## src/rtl/btsp_pkg.sv

```systemverilog
// Shared types and constants for the BER-TLV stream parser.
package btsp_pkg;

    typedef enum logic [2:0] {
        PH_TAG1  = 3'd0,
        PH_TAG2  = 3'd1,
        PH_LEN1  = 3'd2,
        PH_LENX  = 3'd3,
        PH_VALUE = 3'd4
    } phase_t;

    localparam logic [1:0] KIND_VALUE    = 2'd0;
    localparam logic [1:0] KIND_ELEMENT  = 2'd1;
    localparam logic [1:0] KIND_ERROR    = 2'd2;

    localparam logic [1:0] ST_OK         = 2'd0;
    localparam logic [1:0] ST_TRUNCATED  = 2'd1;
    localparam logic [1:0] ST_BAD_TAG    = 2'd2;
    localparam logic [1:0] ST_BAD_LENGTH = 2'd3;

    localparam logic [4:0] TAG_MULTI     = 5'h1F;

    typedef struct packed {
        logic [7:0] data_byte;
        logic       end_of_buffer;
    } in_item_t;

    typedef struct packed {
        logic [1:0]  kind;
        logic [7:0]  value_byte;
        logic [15:0] tag;
        logic [15:0] length;
        logic [16:0] elem_bytes;
        logic [1:0]  status;
        logic        last;
    } out_item_t;

endpackage

```

## src/rtl/ber_tlv_stream_parser_top.sv

```systemverilog
// BER-TLV stream parser: byte-wide parse state and a small result queue.
//
// Takes one buffer byte per item and parses back-to-back BER-TLV elements
// (one- or two-byte tags, short or 0x81/0x82 long-form lengths). Each value
// byte comes out as a value result, each finished element as a record with
// tag, length and total size, and errors (truncated buffer, bad tag, bad
// length) as an error result; after an error, bytes up to the end of the
// buffer are dropped. Each byte is parsed in the cycle it is accepted, so an
// item is taken every cycle unless the input stalls. One byte can give up to
// two results; they go into a four-entry result queue that drains one result
// per cycle while res_stall is low, and the input stalls while the queue holds
// more than two results. Sustained rate is one byte per cycle as long as the
// output side keeps up; when bytes yield two, the output drain sets the rate.
module ber_tlv_stream_parser_top (
    input  logic                clk,
    input  logic                rst_n,
    input  logic                src_valid,
    output logic                src_stall,
    input  btsp_pkg::in_item_t  src_item,
    output logic                res_valid,
    input  logic                res_stall,
    output btsp_pkg::out_item_t res_item
);
    import btsp_pkg::*;

    localparam int DEPTH = 4;
    localparam int PW    = $clog2(DEPTH);
    localparam int CW    = $clog2(DEPTH + 1);

    // parse state
    phase_t       phase_reg, phase_next;
    logic [15:0]  tag_reg, tag_next;
    logic [1:0]   lbl_reg, lbl_next;
    logic [15:0]  acc_reg, acc_next;
    logic [15:0]  vleft_reg, vleft_next;
    logic [16:0]  size_reg, size_next;
    logic         skip_reg, skip_next;

    // per-byte decode
    logic         complete;
    logic [1:0]   err;
    logic         emit_value;
    logic [7:0]   b;
    logic         eob;
    logic [1:0]   lbl_dec;
    logic [15:0]  acc_shift;

    // results of this byte
    out_item_t    r0, r1;
    logic [1:0]   nres;

    // result queue
    out_item_t    q_mem [DEPTH];
    logic [PW-1:0] head_reg, tail_reg;
    logic [CW-1:0] count_reg;
    logic          accept;
    logic          pop;

    assign b         = src_item.data_byte;
    assign eob       = src_item.end_of_buffer;
    assign accept    = src_valid && !src_stall;
    assign pop       = res_valid && !res_stall;
    assign src_stall = (count_reg > CW'(DEPTH - 2));
    assign res_valid = (count_reg != '0);
    assign res_item  = q_mem[head_reg];
    assign lbl_dec   = lbl_reg - 2'd1;
    assign acc_shift = {acc_reg[7:0], b};

    // next state
    always_comb
    begin
        phase_next = phase_reg;
        tag_next   = tag_reg;
        lbl_next   = lbl_reg;
        acc_next   = acc_reg;
        vleft_next = vleft_reg;
        size_next  = size_reg;
        skip_next  = skip_reg;
        complete   = 1'b0;
        err        = ST_OK;
        emit_value = 1'b0;

        if (skip_reg)
        begin
            if (eob)
            begin
                skip_next  = 1'b0;
                phase_next = PH_TAG1;
            end
        end
        else
        begin
            case (phase_reg)
                PH_TAG1:
                begin
                    tag_next   = {8'd0, b};
                    size_next  = 17'd1;
                    phase_next = (b[4:0] == TAG_MULTI) ? PH_TAG2 : PH_LEN1;
                end
                PH_TAG2:
                begin
                    if (b[7])
                    begin
                        err = ST_BAD_TAG;
                    end
                    else
                    begin
                        tag_next   = {tag_reg[7:0], b};
                        size_next  = 17'd2;
                        phase_next = PH_LEN1;
                    end
                end
                PH_LEN1:
                begin
                    size_next = size_reg + 17'd1;
                    if (!b[7])
                    begin
                        acc_next   = {8'd0, b};
                        vleft_next = {8'd0, b};
                        if (b == 8'd0)
                            complete = 1'b1;
                        else
                            phase_next = PH_VALUE;
                    end
                    else if (b[6:0] == 7'd0 || b[6:0] > 7'd2)
                    begin
                        err = ST_BAD_LENGTH;
                    end
                    else
                    begin
                        lbl_next   = b[1:0];
                        acc_next   = 16'd0;
                        phase_next = PH_LENX;
                    end
                end
                PH_LENX:
                begin
                    acc_next  = acc_shift;
                    size_next = size_reg + 17'd1;
                    lbl_next  = lbl_dec;
                    if (lbl_dec == 2'd0)
                    begin
                        vleft_next = acc_shift;
                        if (acc_shift == 16'd0)
                            complete = 1'b1;
                        else
                            phase_next = PH_VALUE;
                    end
                end
                default:
                begin
                    emit_value = 1'b1;
                    size_next  = size_reg + 17'd1;
                    vleft_next = vleft_reg - 16'd1;
                    if (vleft_reg == 16'd1)
                        complete = 1'b1;
                end
            endcase

            if (complete)
                phase_next = PH_TAG1;
            else if (err == ST_OK && eob && phase_next != PH_TAG1)
                err = ST_TRUNCATED;

            if (err != ST_OK)
            begin
                phase_next = PH_TAG1;
                skip_next  = !eob;
            end

            if (eob)
                phase_next = PH_TAG1;
        end
    end

    // results of the accepted byte
    always_comb
    begin
        out_item_t rec;
        out_item_t val;
        out_item_t bad;

        rec            = '0;
        rec.kind       = KIND_ELEMENT;
        rec.tag        = tag_next;
        rec.length     = acc_next;
        rec.elem_bytes = size_next;
        rec.last       = 1'b1;

        val            = '0;
        val.kind       = KIND_VALUE;
        val.value_byte = b;

        bad            = '0;
        bad.kind       = KIND_ERROR;
        bad.status     = err;
        bad.last       = 1'b1;

        r0   = '0;
        r1   = '0;
        nres = 2'd0;

        if (emit_value)
        begin
            r0   = val;
            nres = 2'd1;
            if (complete)
            begin
                r1   = rec;
                nres = 2'd2;
            end
            else if (err != ST_OK)
            begin
                r1   = bad;
                nres = 2'd2;
            end
            else
            begin
                r0.last = 1'b1;
            end
        end
        else if (complete)
        begin
            r0   = rec;
            nres = 2'd1;
        end
        else if (err != ST_OK)
        begin
            r0   = bad;
            nres = 2'd1;
        end
    end

    always_ff @(posedge clk or negedge rst_n)
    begin
        if (!rst_n)
        begin
            phase_reg <= PH_TAG1;
            tag_reg   <= '0;
            lbl_reg   <= '0;
            acc_reg   <= '0;
            vleft_reg <= '0;
            size_reg  <= '0;
            skip_reg  <= 1'b0;
        end
        else if (accept)
        begin
            phase_reg <= phase_next;
            tag_reg   <= tag_next;
            lbl_reg   <= lbl_next;
            acc_reg   <= acc_next;
            vleft_reg <= vleft_next;
            size_reg  <= size_next;
            skip_reg  <= skip_next;
        end
    end

    // queue storage, no reset needed
    always_ff @(posedge clk)
    begin
        if (accept && nres != 2'd0)
        begin
            q_mem[tail_reg] <= r0;
            if (nres == 2'd2)
                q_mem[tail_reg + PW'(1)] <= r1;
        end
    end

    always_ff @(posedge clk or negedge rst_n)
    begin
        if (!rst_n)
        begin
            head_reg  <= '0;
            tail_reg  <= '0;
            count_reg <= '0;
        end
        else
        begin
            if (pop)
                head_reg <= head_reg + PW'(1);
            if (accept)
                tail_reg <= tail_reg + PW'(nres);
            count_reg <= count_reg + (accept ? CW'(nres) : CW'(0)) - CW'(pop);
        end
    end

    a_count_bound: assert property (@(posedge clk) disable iff (!rst_n)
        count_reg <= CW'(DEPTH))
        else $error("result queue overflow");

    a_skip_silent: assert property (@(posedge clk) disable iff (!rst_n)
        (accept && skip_reg) |=> (count_reg <= $past(count_reg)))
        else $error("result produced while dropping bytes");

    a_eob_resync: assert property (@(posedge clk) disable iff (!rst_n)
        (accept && src_item.end_of_buffer) |=> (phase_reg == PH_TAG1 && !skip_reg))
        else $error("parser not back at tag start after end of buffer");

    a_err_status: assert property (@(posedge clk) disable iff (!rst_n)
        (res_valid && res_item.kind == KIND_ERROR) |-> (res_item.status != ST_OK && res_item.last))
        else $error("error result without status or last");

endmodule

```

## config.mk

```make
export PLATFORM = sky130hd
export DESIGN_NAME = ber_tlv_stream_parser_top
export DESIGN_NICKNAME = d
export VERILOG_FILES = /design/src/rtl/btsp_pkg.sv /design/src/rtl/ber_tlv_stream_parser_top.sv
export SDC_FILE = /design/constraint.sdc
export NUM_CORES = 1
export LEC_CHECK = 0
export ABC_AREA = 1
export BUFFER_PORTS_ARGS = -buffer_cell sky130_fd_sc_hd__buf_2
export CELL_PAD_IN_SITES_DETAIL_PLACEMENT = 0
export CELL_PAD_IN_SITES_GLOBAL_PLACEMENT = 1
export CORE_MARGIN = 10
export CORE_UTILIZATION = 51
export DETAILED_ROUTE_END_ITERATION = 16
export HOLD_SLACK_MARGIN = 0.1
export PLACE_DENSITY_LB_ADDON = 0.1
export SYNTH_ARGS = -nofsm -noshare
export SYNTH_HDL_FRONTEND = slang
export SYNTH_SLANG_ARGS = --single-unit
```

## constraint.sdc

```tcl
create_clock -name clk -period 8.8 [get_ports clk]
set_input_delay 0.44 -clock clk [delete_from_list [all_inputs] [get_ports clk]]
set_output_delay 0.44 -clock clk [all_outputs]
set_load 0.02 [all_outputs]
```

Yosys cells after proc, flatten, opt, wreduce, memory -nomap -nowiden
Memory sizes are Yosys's and may differ from the RTL's.
Cells that the tools add are included.
{ "word_totals": {"ramBits": 248, "input_bits": 13, "latch_bits": 0, "register_bits": 78, "output_inout_bits": 64, "elab_cells": 129, "mem_bits_ro": 0, "memories": 1} }
{ "mem_list": {"columns": ["name", "words", "width", "rd", "rd_clocked_by_memory_dff", "write_ports", "line", "rtl"], "rows": [
  ["q_mem", 4, 62, 1, 0, 2, "ber_tlv_stream_parser_top.sv:53", "out_item_t q_mem [DEPTH];"]
]} }
{ "classes": {"n_mul": 0, "eq_ne": 11, "bitwise_logic": 2, "n_mux": 69, "add_sub_neg": 8, "n_shift": 0, "reduce_logical": 26, "n_lt_le_gt_ge": 2, "n_div": 0} }
{ "ops": {"columns": ["op", "count"], "rows": [
  ["two-way mux 62 bit", 4],
  ["two-way mux 16 bit", 7],
  ["one-hot mux 16 bit (2 select lines)", 2],
  ["one-hot mux 16 bit (3 select lines)", 1],
  ["two-way mux 3 bit", 12],
  ["two-way mux 17 bit", 2],
  ["one-hot mux 17 bit (2 select lines)", 1],
  ["two-way mux 2 bit", 15],
  ["two-way mux 1 bit", 21],
  ["adder 17 x 1 -> 17 bit, second input constant", 1],
  ["equality test 16 x 1 -> 1 bit, second input constant", 1],
  ["logical NOT 16 bit", 1],
  ["subtractor 16 x 1 -> 16 bit, second input constant", 1],
  ["one-hot mux 3 bit (4 select lines)", 1],
  ["inequality test 2 bit, second input constant", 5],
  ["AND reduction 5 bit", 2],
  ["logical NOT 8 bit", 1],
  ["one-hot mux 2 bit (2 select lines)", 2],
  ["nonzero test 2 bit", 4],
  ["greater-than comparator 7 x 2 -> 1 bit, second input constant", 1],
  ["logical NOT 7 bit", 1],
  ["equality test 3 x 2 -> 1 bit, second input constant", 2],
  ["nonzero test 3 bit", 2],
  ["equality test 5 bit, second input constant", 1],
  ["other kinds (18)", 27]
]} }

Logic depth before layout (Yosys ltp)
Gate-level depths: netlist of the first run.
{ "logic_depth": {"word_depth": 21, "depth_mapped": 19, "mapped_depth_nobuf": 19} }

Worst setup path before layout of the first run
Ideal clock, no wire load.
{ "synth_path": {"kind": "input port to flip-flop", "startpoint": "in src_item[8] (netlist bit)", "endpoint": "mem q_mem[0][0] (netlist bit) (enable)", "slack_ns": 5.514, "cell_stages": 9, "setup_ns": 0.413, "t_arrival_ns": 2.873, "n_path_buf": 3, "required_ns": 8.387, "cell_sequence": "buf_2 -> inv_1 -> nor2_1 -> nor2_4 -> nand4_2 -> nand4_1 -> buf_4 -> buf_2 -> nand2_1"} }
{ "synth_rtl": {"columns": ["item", "line", "rtl"], "rows": [
  ["start: declaration", "ber_tlv_stream_parser_top.sv:19", "input btsp_pkg::in_item_t src_item,"],
  ["end: declaration", "ber_tlv_stream_parser_top.sv:53", null]
]} }

==> results of run 1 <==
[report_power, final]
group          switching [mW]  total, mW  internal [mW]
registers               0.156       1.96           1.80
clock network           0.622       1.55          0.927
logic                    1.42       1.94          0.518
[cell families (layout without fill, tap and decap cells)]
logic type / Yosys count / in the layout / synth area share, %
flops: 326 / 326 / 57.0
compound gates: 409 / 409 / 14.4
fa+ha+maj: 9 / 9 / 0.754
buf+inv: 224 / 281 / 6.58
xor+xnor: 7 / 7 / 0.385
simple gates: 789 / 789 / 20.9
[layout by cell type, fill, tap and decap left out, types with 9 or more instances in the layout]
master	n
a21oi_1	28
a22oi_1	18
buf_2	75
buf_4	17
clkbuf_16	37
clkbuf_8	10
dfrtp_1	76
dfxtp_1	32
edfxtp_1	216
inv_1	104
inv_2	14
nand2_1	281
nand3_1	67
nand4_1	11
nor2_1	375
nor2_2	9
nor2_4	14
nor3_1	11
o211ai_1	12
o21ai_0	227
o21ai_1	11
o22ai_1	98
[cell type report]
| class | instances | area, um^2 | area share [%] |
|---|---|---|---|
| clock buffer | 56 | 1100 | 6.24 |
| clock inverter | 10 | 133 | 0.754 |
| inverter | 122 | 463 | 2.63 |
| multi-input combinational | 1214 | 5810 | 33.0 |
| sequential | 326 | 9080 | 51.6 |
| tap | 396 | 495 | 2.82 |
| timing repair buffer | 93 | 513 | 2.92 |
[worst max path at each step]
stage,start,endpoint,slack (ns)
finish,count_reg[0],q_mem[0][34],4.63
global route,count_reg[0],q_mem[0][29],4.30
CTS,count_reg[0],q_mem[0][29],4.66
detailed placement,src_valid,q_mem[0][45],4.61
global placement,src_valid,q_mem[0][26],4.72
floorplan,src_item[8],q_mem[0][0],5.51
[stage by stage]
stage	hold WS, ns	utilization (%)
global placement	0.313	53.3
global route	0.147	57.4
CTS	0.124	57.4
floorplan	0.144	-
detailed placement	0.319	53.3
finish	0.134	57.4
[routing by layer]
metal | vias up | track usage, % | wire length (um)
li1 | 6084 | - | -
met1 | 6166 | 32.2 | 19800
met2 | 433 | 36.9 | 21300
met3 | 56 | 2.80 | 2880
met4 | 0 | 5.39 | 816
met5 | - | 0 | 0
[worst max-delay path: stages, from the launching register on]
cell and delay (ns):
dfrtp_1 0.37, a21oi_1 0.10, nand2_2 0.06, buf_4 0.49, inv_1 0.62, nand4_1 0.93, buf_4 0.36, nor2_1 0.09
nor2_4 0.68, nor2_1 0.11
==> metrics.yaml, run 1 <==
seq_area_frac_synth_pct: 57.0
hold_depth: 2
synth_area_um2: 15900
ant_nets: 0
avgSynthCellArea_um2: 9.03
cts_sinks: 326
insertion_delay_ns: 0.54
fillers: 2710
fin_setup_tns_ns: 0
synth_cells: 1764
grt_pass1_wl_mm: 70.8
yosysMostFrequentCell: "nor2_1"
maxCapViolations: 0
grt_max_degree: 79
num_rows: 64
setup_viol: 0
diodes: 0
crit_required_ns: 9.04
slew_headroom_pct: 27.0
cts_made_buffers: 36
worstRegToRegCells: 9
cts_setup_buffers: 0
overflow: 0
cts_resized: 0
final_max_slew_viol_count: 0
grt_pass1_vias: 12224
crit_path_end_kind: "flop"
start_kind: "flop"
area_growth_pct: 10.5
core_um2: 30700
synth.top_cells.by_count: "nor2_1 (375), nand2_1 (286), o21ai_0 (227)"
htree_levels: 2
fin_area_um2: 17600
hold_class: "in2reg"
skew_ns: 0.0204
dieArea_um2: 38700
grt.total_usage_pct: 22.8
timing.final.crit_share_pct: 47.4
gp_congestion: 0.890
clock_path_buffers: 3
first_pass_iters: 9
root_buffer: "clkbuf_16"
dp_cells: 2150
largest_reg_flops: 248
holdPathEnd: "skip_reg"
vias: 12739
grt_antenna_before_repair: 0
worst_ep_arrival_time_ns: 4.41
irDropWorstVdd_v: 0.000309
port_buffers: 76
power_density_nw_per_um2: 309
pre_cts_slack_ns: 4.61
synth-seq-cells: 326
synth_area_leaders: "edfxtp_1 (41%), dfrtp_1 (12%), nor2_1 (8.8%)"
dp_hpwl_mm: 29.2
synth_edf_count: 216
rsz0062_at_grt: "false"
syn_nets: 1786
clk_pin_slew_ns: 0.06
max_freq_ghz: 0.240
p_leak_nw: 6.43
rr_startpoint: "count_reg[0]"
timing.final.ws_setup_ns: 4.63
status: "completed"
synth_top_area_share_pct: 40.7
tightest_slew_ns: 1.09
die_w_um: 197
holdBufCountCts: 1
drive_above_1_share_pct: 11.5
drc_errors: 0
crit_type: "reg2reg"
hold_violations: 0
synth_ff_type: "edfxtp_1"
path_max_fanout: 65
layout.nets: 1815
routedWlPerCell_um: 20.2
cts_tree: "done"
hold_path_startpoint: "src_item[0]"
die_y_um: 197
async_flop_share_pct: 23.9
period_needed_ns: 4.17
dpl_cell_area_um2: 16400
synth_area_leader_cell: "edfxtp_1"
finalPower_mw: 5.44
r2r_end: "q_mem[0][34]"
ys_warn_count: 0
ys_types: 49
drtIter0Drc: 1096
via_per_inst: 5.75
fin_cells: 2217
r2r_slack_ns: 4.63
io_pins: 77
wirelength_mm: 44.8
start_util_pct: 51.9
No activity file was read; power rests on OpenSTA's default activity.
==> inputs of run 2 (changes only) <==
--- a/config.mk
+++ b/config.mk
@@ -10,7 +10,7 @@
 export CELL_PAD_IN_SITES_DETAIL_PLACEMENT = 0
 export CELL_PAD_IN_SITES_GLOBAL_PLACEMENT = 1
 export CORE_MARGIN = 10
-export CORE_UTILIZATION = 51
+export CORE_UTILIZATION = 48
 export DETAILED_ROUTE_END_ITERATION = 16
 export HOLD_SLACK_MARGIN = 0.1
 export PLACE_DENSITY_LB_ADDON = 0.1
==> constraint.sdc (replaced) <==
create_clock -name clk -period 4 [get_ports clk]
set_input_delay 0.2 -clock clk [delete_from_list [all_inputs] [get_ports clk]]
set_output_delay 0.2 -clock clk [all_outputs]
set_load 0.02 [all_outputs]
==> metrics.yaml, run 2 (synthesis gave the netlist of run 1 again) <==
overflow: 0
setup_viol: 0
vias: 12891
via_per_inst: 5.62
crit_chain: "inv_4, nand3_2, nand2_1, inv_1, nor2_1, inv_2, nor2_4, inv_2, a22oi_1, nor2_1"
ant_nets: 0
cts_sinks: 326
dp_hpwl_mm: 30.3
drtIter0Drc: 1092
fin_cells: 2292
timing.final.crit_share_pct: 83.4
num_rows: 66
routedWlPerCell_um: 20.4
start_kind: "flop"
worst_ep_arrival_time_ns: 3.57
rsz0062_at_grt: "false"
cts_setup_buffers: 0
cts_resized: 0
wirelength_mm: 46.8
largest_reg_flops: 248
maxCapViolations: 0
gp_congestion: 0.932
irDropWorstVdd_v: 0.000479
core_um2: 32600
final_max_slew_viol_count: 0
drc_errors: 0
grt_pass1_wl_mm: 73.0
holdBufCountCts: 6
crit_type: "reg2reg"
die_y_um: 202
status: "completed"
port_buffers: 76
period_needed_ns: 3.34
crit_path_end_kind: "flop"
fillers: 2986
path_max_fanout: 19
layout.nets: 1843
pre_cts_slack_ns: 0.679
start_util_pct: 48.8
cts_tree: "done"
final_common_cell: "nor2_1"
p_leak_nw: 6.55
dieArea_um2: 40900
hold_class: "in2reg"
insertion_delay_ns: 0.52
slowest_delay_ns: 0.52
critical_path_buf_inv_count: 4
grt.total_usage_pct: 22.6
clk_pin_slew_ns: 0.06
final_cell_mix: "nor2_1 (375), nand2_1 (281), o21ai_0 (227)"
drive_above_1_share_pct: 12.3
cts_made_buffers: 37
die_w_um: 202
root_buffer: "clkbuf_16"
grt_pass1_vias: 12332
io_pins: 77
cpMaxStageDelayCell: "dfrtp_1"
slew_headroom_pct: 30.5
utilization_pct: 54.8
fin_setup_tns_ns: 0
crit_required_ns: 4.23
skew_ns: 0.0157
hold_violations: 0
tightest_slew_ns: 1.04
dp_cells: 2218
grt_max_degree: 71
max_freq_ghz: 0.300
cpLargestDelayFamily: "simple AND/OR/NAND/NOR gates"
timing.final.ws_setup_ns: 0.664
clock_path_buffers: 3
power_density_nw_per_um2: 672
htree_levels: 2
grt_antenna_before_repair: 1
area_growth_pct: 12.2
first_pass_iters: 5
-- run 2: area by class of cell --
class,count,area (um^2),area share (%)
antenna,1,2.50,0.0140
clock buffer,55,1040,5.84
clock inverter,12,125,0.700
inverter,122,463,2.59
multi-input combinational,1214,5810,32.5
sequential,326,9080,50.8
tap,442,553,3.09
timing repair buffer,120,791,4.43
-- run 2: stage by stage --
stage	hold WS (ns)	instance area, um^2	total power, mW
floorplan	-0.0956	15900	7.17
global placement	0.234	16600	8.75
detailed placement	0.234	16600	8.79
CTS	0.101	17900	12.1
global route	0.129	17900	12.7
finish	0.123	17900	12.0
-- run 2: final timing paths --
kind                                    from            to  slack [ns]  cells after the start
worst min register to register  q_mem[1][58]  q_mem[1][58]        0.46                      2
worst min-delay path             src_item[3]  vleft_reg[2]        0.12                      3
min in group asynchronous              rst_n  vleft_reg[9]        0.22                      2
max in group asynchronous              rst_n   tag_reg[12]        2.83                      3
worst max register to register  phase_reg[2]  q_mem[3][33]        0.66                     10
worst max-delay path            phase_reg[2]  q_mem[3][33]        0.66                     10
-- run 2: metal layers --
metal	routed length, um	GRT usage [%]	up-vias
met3	2930	3.18	61
met2	22100	36.5	409
met4	915	6.13	0
li1	-	-	6150
met5	0	0	-
met1	20900	31.3	6271
-- run 2: power by group --
| group | internal, mW | total (mW) | leakage (nW) | switching, mW |
|---|---|---|---|---|
| sequential | 3.96 | 4.31 | 3.09 | 0.350 |
| combinational | 1.23 | 4.40 | 2.89 | 3.17 |
| clock | 1.94 | 3.30 | 0.567 | 1.36 |
-- run 2: tightest hold or removal path: stages --
cell	delay [ns]
buf_2	0.17
a21oi_1	0.14
o22ai_1	0.08
